### src/rtl/core/tce_pkg.sv
// Shared types and constants for the text console engine.
`timescale 1ns / 1ps
package tce_pkg;
  localparam logic [1:0] OP_PUT   = 2'd0;
  localparam logic [1:0] OP_READ  = 2'd1;
  localparam logic [1:0] OP_CLEAR = 2'd2;
  localparam logic [1:0] OP_SETC  = 2'd3;
  localparam logic [7:0] CH_NL  = 8'd10;
  localparam logic [7:0] CH_CR  = 8'd13;
  localparam logic [7:0] CH_TAB = 8'd9;
  localparam logic [7:0] CH_BS  = 8'd8;
  localparam logic [7:0] CH_SP  = 8'd32;

  // classified command passed from front to back
  typedef enum logic [2:0] {
    K_WRITE = 3'd0, K_NL = 3'd1, K_CR = 3'd2, K_TAB = 3'd3,
    K_BS = 3'd4, K_READ = 3'd5, K_CLEAR = 3'd6, K_SETC = 3'd7
  } kind_t;

  typedef struct packed {
    kind_t      kind;
    logic [7:0] code;
    logic [7:0] attribute;
    logic [7:0] col;   // saturated
    logic [7:0] row;   // saturated
  } cmd_t;
endpackage

### src/rtl/core/tce_front.sv
// Front end: accepts items, decodes the operation, saturates coordinates.
`timescale 1ns / 1ps
module tce_front #(
  parameter int COLUMNS = 80,
  parameter int ROWS = 25
) (
  input  logic          clk,
  input  logic          rst,
  input  logic          valid,
  output logic          ready,
  input  logic [1:0]    op,
  input  logic [7:0]    code,
  input  logic [7:0]    attribute,
  input  logic [6:0]    column,
  input  logic [4:0]    row,
  output logic          q_valid,
  input  logic          q_ready,
  output tce_pkg::cmd_t q_cmd
);
  import tce_pkg::*;
  localparam int DEPTH = 2;
  cmd_t q_mem [DEPTH];
  logic wp, rp;
  logic [1:0] cnt;
  cmd_t c;

  always_comb begin
    c.code = code;
    c.attribute = attribute;
    c.col = ({1'b0, column} >= 8'(COLUMNS)) ? 8'(COLUMNS - 1) : {1'b0, column};
    c.row = ({3'b0, row} >= 8'(ROWS)) ? 8'(ROWS - 1) : {3'b0, row};
    case (op)
      OP_PUT: begin
        case (code)
          CH_NL:   c.kind = K_NL;
          CH_CR:   c.kind = K_CR;
          CH_TAB:  c.kind = K_TAB;
          CH_BS:   c.kind = K_BS;
          default: c.kind = K_WRITE;
        endcase
      end
      OP_READ:  c.kind = K_READ;
      OP_CLEAR: c.kind = K_CLEAR;
      default:  c.kind = K_SETC;
    endcase
  end

  assign ready   = (cnt != 2'(DEPTH));
  assign q_valid = (cnt != 2'd0);
  assign q_cmd   = q_mem[rp];

  always_ff @(posedge clk) begin
    if (valid && ready) q_mem[wp] <= c;
    if (rst) begin
      wp <= 1'b0; rp <= 1'b0; cnt <= 2'd0;
    end else begin
      if (valid && ready) wp <= ~wp;
      if (q_valid && q_ready) rp <= ~rp;
      cnt <= cnt + 2'(valid && ready) - 2'(q_valid && q_ready);
    end
  end
endmodule

### config.mk
export PLATFORM = sky130hd
export DESIGN_NAME = tce_front
export DESIGN_NICKNAME = d
export VERILOG_FILES = /design/src/rtl/core/tce_pkg.sv /design/src/rtl/core/tce_front.sv
export SDC_FILE = /design/constraint.sdc
export NUM_CORES = 1
export LEC_CHECK = 0
export BUFFER_PORTS_ARGS = -buffer_cell sky130_fd_sc_hd__buf_2
export CAP_MARGIN = 20
export CELL_PAD_IN_SITES_DETAIL_PLACEMENT = 1
export CELL_PAD_IN_SITES_GLOBAL_PLACEMENT = 1
export CORE_UTILIZATION = 35
export CTS_CLUSTER_DIAMETER = 60
export DETAILED_ROUTE_END_ITERATION = 12
export PLACE_DENSITY = 0.65
export SLEW_MARGIN = 20
export SYNTH_ARGS = -nofsm -noshare
export SYNTH_HDL_FRONTEND = slang
export SYNTH_SLANG_ARGS = --single-unit
### constraint.sdc
create_clock -name clk -period 2.3 [get_ports clk]
set_clock_uncertainty 0.1 [all_clocks]
set_input_delay 0.46 -clock clk [delete_from_list [all_inputs] [get_ports clk]]
set_output_delay 0.46 -clock clk [all_outputs]
set_load 0.03 [all_outputs]
== Word level (Yosys, flattened, before mapping) ==
Memory sizes are Yosys's and may differ from the RTL's. A register that Yosys moved wholly into a read port is not among the register bits.
Cells that the tools add are included.

* Output and inout port bits: 37
* Word-level logic and storage cells: 29
* Memory bits (writable): 62
* Register bits after elaboration: 4
* Input port bits: 34
* Memories: 1

* Bitwise operators: 2
* Reductions and logical operators: 4
* Add/subtract/negate cells: 2
* Equal/unequal tests: 7
* Muxes and demuxes: 8
* $lt $le $gt $ge: 2

{| class="wikitable"
|+ Memories
! name !! words !! width !! rd ports !! clocked after memory_dff !! write ports !! line !! source
|-
| q_mem || 2 || 31 || 1 || 1 || 1 || tce_front.sv:22 || <nowiki>cmd_t q_mem [DEPTH];</nowiki>
|}

{| class="wikitable"
|+ Operator list
! kind !! number
|-
| $eq 8x4->1 const B || 4
|-
| $pmux 3 s4 || 1
|-
| $pmux 3 s3 || 1
|-
| $ge 7x7->1 const B || 1
|-
| $mux 7 || 1
|-
| $ge 5x5->1 const B || 1
|-
| $mux 5 || 1
|-
| $mux 1 || 4
|-
| $add 2x1->2 || 1
|-
| $eq 2x1->1 const B || 1
|-
| $eq 2x2->1 const B || 1
|-
| $logic_and 1x1->1 || 2
|-
| $logic_not 2->1 || 1
|-
| $ne 2x2->1 const B || 1
|-
| $not 1->1 || 2
|-
| $reduce_bool 2->1 || 1
|-
| $sub 2x1->2 || 1
|}

== Longest topological paths before layout ==
* Depth after elaboration: 4
* Depth in mapped cells: 8
* Mapped depth without buffers: 8

== Worst setup path after synthesis ==
No wires, ideal clock.

* Kind: register to register
* Start point: register cnt[0]
* End point: memory q_mem[1][0] (netlist name) (enable)
* Period minus slack after synthesis: 2074 ps
* Setup slack: 226 ps
* Path buffers: 0
* Required time: 1809 ps
* Arrival time: 1583 ps
* Library setup time: 391 ps
* Cell stages (with the launch flop): 3
* Cell sequence: dfxtp_1 -> nand2b_1 -> and3_1

* Longest elaborated chain between the ends: 4

{| class="wikitable"
|+ Ends and longest elaborated chain
! what !! line !! source
|-
| start: declaration || tce_front.sv:24 || <nowiki>logic [1:0] cnt;</nowiki>
|-
| start signal: assignment || tce_front.sv:59 || <nowiki>cnt <= cnt + 2'(valid && ready) - 2'(q_valid && q_ready);</nowiki>
|-
| $ne 2x2->1 || tce_front.sv:48 || <nowiki>assign ready = (cnt != 2'(DEPTH));</nowiki>
|-
| named net ready || tce_front.sv:10 || <nowiki>output logic ready,</nowiki>
|-
| $logic_and 1x1->1 || tce_front.sv:53 || <nowiki>if (valid && ready) q_mem[wp] <= c;</nowiki>
|-
| $mux 1 || tce_front.sv:53 ||
|-
| $mux 1 (implied by the code) || tce_front.sv:53 ||
|-
| end: declaration || tce_front.sv:22 ||
|}

The timed path passes the listed nets, and every way through them passes these cells.

==> results_dict.tcl <==
set metrics [dict create \
    status "finished, final reports clean" \
    power.density_nw_per_um2 1177 \
    die_area_um2 8018 \
    post_cts_buffers 0 \
    cp_slowest_cell "mux2_2" \
    drtPass1Iterations 4 \
    final.setup.tns_ps 0 \
    ir_drop_mv 0.5959 \
    worst_setup_path_start_kind "register" \
    io_buffers 66 \
    r2r_end "cnt[1]" \
    place_congestion 0.6841 \
    crit_path_end "q_cmd[25]" \
    clk_latency_ps 330 \
    grt_use_total 0.1308 \
    endpoint_kind "output port" \
    maxSlewViolCount 0 \
    avgSynthCellArea_um2 17.42 \
    hold_depth 1 \
    yosysSeqAreaShare 0.7313 \
    fin_util 0.4552 \
    min_period_over_period 0.8797 \
    grt_setup_unrepaired "false" \
    required_ps 1740 \
    cts_hold_buf 0 \
    clkSlewWorstSetupHoldPaths_ps 70 \
    final_common_cell "buf_2" \
    rrSetupSlack_ps 580 \
    cts_buffer_depth 2 \
    drtIter0Drc 76 \
    ctsResizeCount 0 \
    ys_ff_latch 67 \
    crit_type "reg2out" \
    clock_tree.root_cell "clkbuf_8" \
    syn_to_final_growth_pct 24.39 \
    final_hold_viol_count 0 \
    fin_nets 267 \
    syn_area_um2 2683 \
    h-tree-depth 3 \
    dp_hpwl_mm 3.364 \
    overflow 0 \
    row_count 31 \
    p_leak_nw 1.281 \
    worst_hold_slack_ps 215.6 \
    setup_viol 0 \
    dieWidth_um 89.55 \
    vias 1475 \
    antenna_found_initial 0 \
    clock-sinks 67 \
    core_region_area_um2 7331 \
    cp.arrival_ps 1460 \
    synth_cells 154 \
    synth_top_area_cell "edfxtp_1" \
    synthTopCellsByArea "edfxtp_1 69%, mux2_2 13%, dfxtp_1 3.7%" \
    max_freq_mhz 494.2 \
    antenna_cells 0 \
    r2r_start "cnt[0]" \
    post_drt_via_cell_ratio 4.429 \
    ys_warn_count 0 \
    initial_core_util 0.3659 \
    avgRoutedWirePerCell_um 14.57 \
    grt_pass1_wl_mm 7.327 \
    synth_top_area_frac 0.6940 \
    ant_nets 0 \
    worstRegToRegCells 8 \
    drc 0 \
    drive_above_1_share 0.5085 \
    hp-class "in2reg" \
    first_global_vias 1485 \
    io_pins 71 \
    synth_cell_types 27 \
    wl_mm 4.853 \
    slowest_delay_ps 370 \
    final_cell_mix "66 x buf_2, 62 x edfxtp_1, 31 x mux2_2" \
    cp_max_fo 16 \
    crit_chain "buf_4 -> mux2_2 -> buf_2" \
    tritoncts "yes" \
    layout_min_cycle_time_ps 2023 \
    cts_made_buffers 9 \
    grt_max_degree 32 \
    die_h_um 89.55 \
    max-cap-violations 0 \
]
## synthesized netlist by cell type
master and number:
edfxtp_1 62, mux2_2 31, dfxtp_1 5, inv_1 5, nand2b_1 5, and2_1 4, buf_4 4, ha_1 4
nor2_1 4, a21oi_1 3, buf_2 3, clkbuf_1 3, nor2b_1 3, nand2_1 2, nand3b_1 2, o41ai_1 2
xnor2_1 2, a21bo_2 1, and3_1 1, conb_1 1, nor3_1 1, nor4b_2 1, o21a_1 1, o21ai_0 1
o41ai_2 1, or2_2 1, xor2_1 1
## critical path, delay by kind of cell, from the launching register on
kind / cells / cell delay, ps
buffers and inverters: 2 / 430
muxes: 1 / 370
DFF: 1 / 330
## kinds of logic (layout without fill, tap and decap cells)
family / Yosys count / count (layout) / synth area share
compound gates: 9 / 9 / 0.02659
xor+xnor: 3 / 3 / 0.009797
fa+ha+maj: 4 / 4 / 0.01866
buf+inv: 15 / 92 / 0.02798
flops: 67 / 67 / 0.7313
mux: 31 / 31 / 0.1301
other cells: 1 / 4 / 0.001398
simple gates: 24 / 24 / 0.05410
## state kept, by name (all words and copies together), names as in the netlist, named ones only
signal and cells:
q_mem 62, wp 1, cnt 2, rp 1
## worst min path at each step
| stage | to | from |
|---|---|---|
| floorplan | register | rp |
| finish | q_mem[0][19] | attribute[7] |
| global route | q_mem[0][19] | attribute[7] |
| detailed placement | rp | rp |
| CTS | q_mem[0][19] | attribute[7] |
| global placement | rp | rp |
## power breakdown
| group | switching, W | internal [W] | total (W) | leakage, nW |
|---|---|---|---|---|
| clock network | 0.000418 | 0.000601 | 0.00102 | 0.101 |
| registers | 0.0000537 | 0.00156 | 0.00161 | 0.619 |
| logic | 0.000833 | 0.000463 | 0.00130 | 0.560 |
| total | 0.00130 | 0.00262 | 0.00393 | 1.28 |
## layer usage
layer  part of all wire  vias to the layer above  GRT usage
li1                   -                      714          -
met1               0.40                      717     0.1410
met2               0.53                       35     0.2266
met3              0.042                        9    0.03601
met4              0.020                        0    0.08225
met5                  0                        -          0
## through the flow
stage / instance area, um2 / total power, W / instances / setup WS [ps]
6_report: 3337 / 0.003927 / 333 / 276.7
5_1_grt: 3337 / 0.004134 / 333 / 168.0
4_1_cts: 3337 / 0.003992 / 333 / 239.4
3_5_place_dp: 3129 / 0.002961 / 317 / 504.1
3_3_place_gp: 3129 / 0.002950 / 317 / 541.4
2_1_floorplan: 2694 / 0.002590 / 157 / 225.5
## layout make-up
cell class | instances | area (um2)
Tap cell | 99 | 123.9
Clock buffer | 10 | 127.6
Inverter | 5 | 18.77
Multi-Input combinational cell | 75 | 656.9
Clock inverter | 6 | 80.08
Timing Repair Buffer | 71 | 367.9
Fill cell | 760 | 3994
Sequential cell | 67 | 1962
Power figures use the tool's default switching activity.
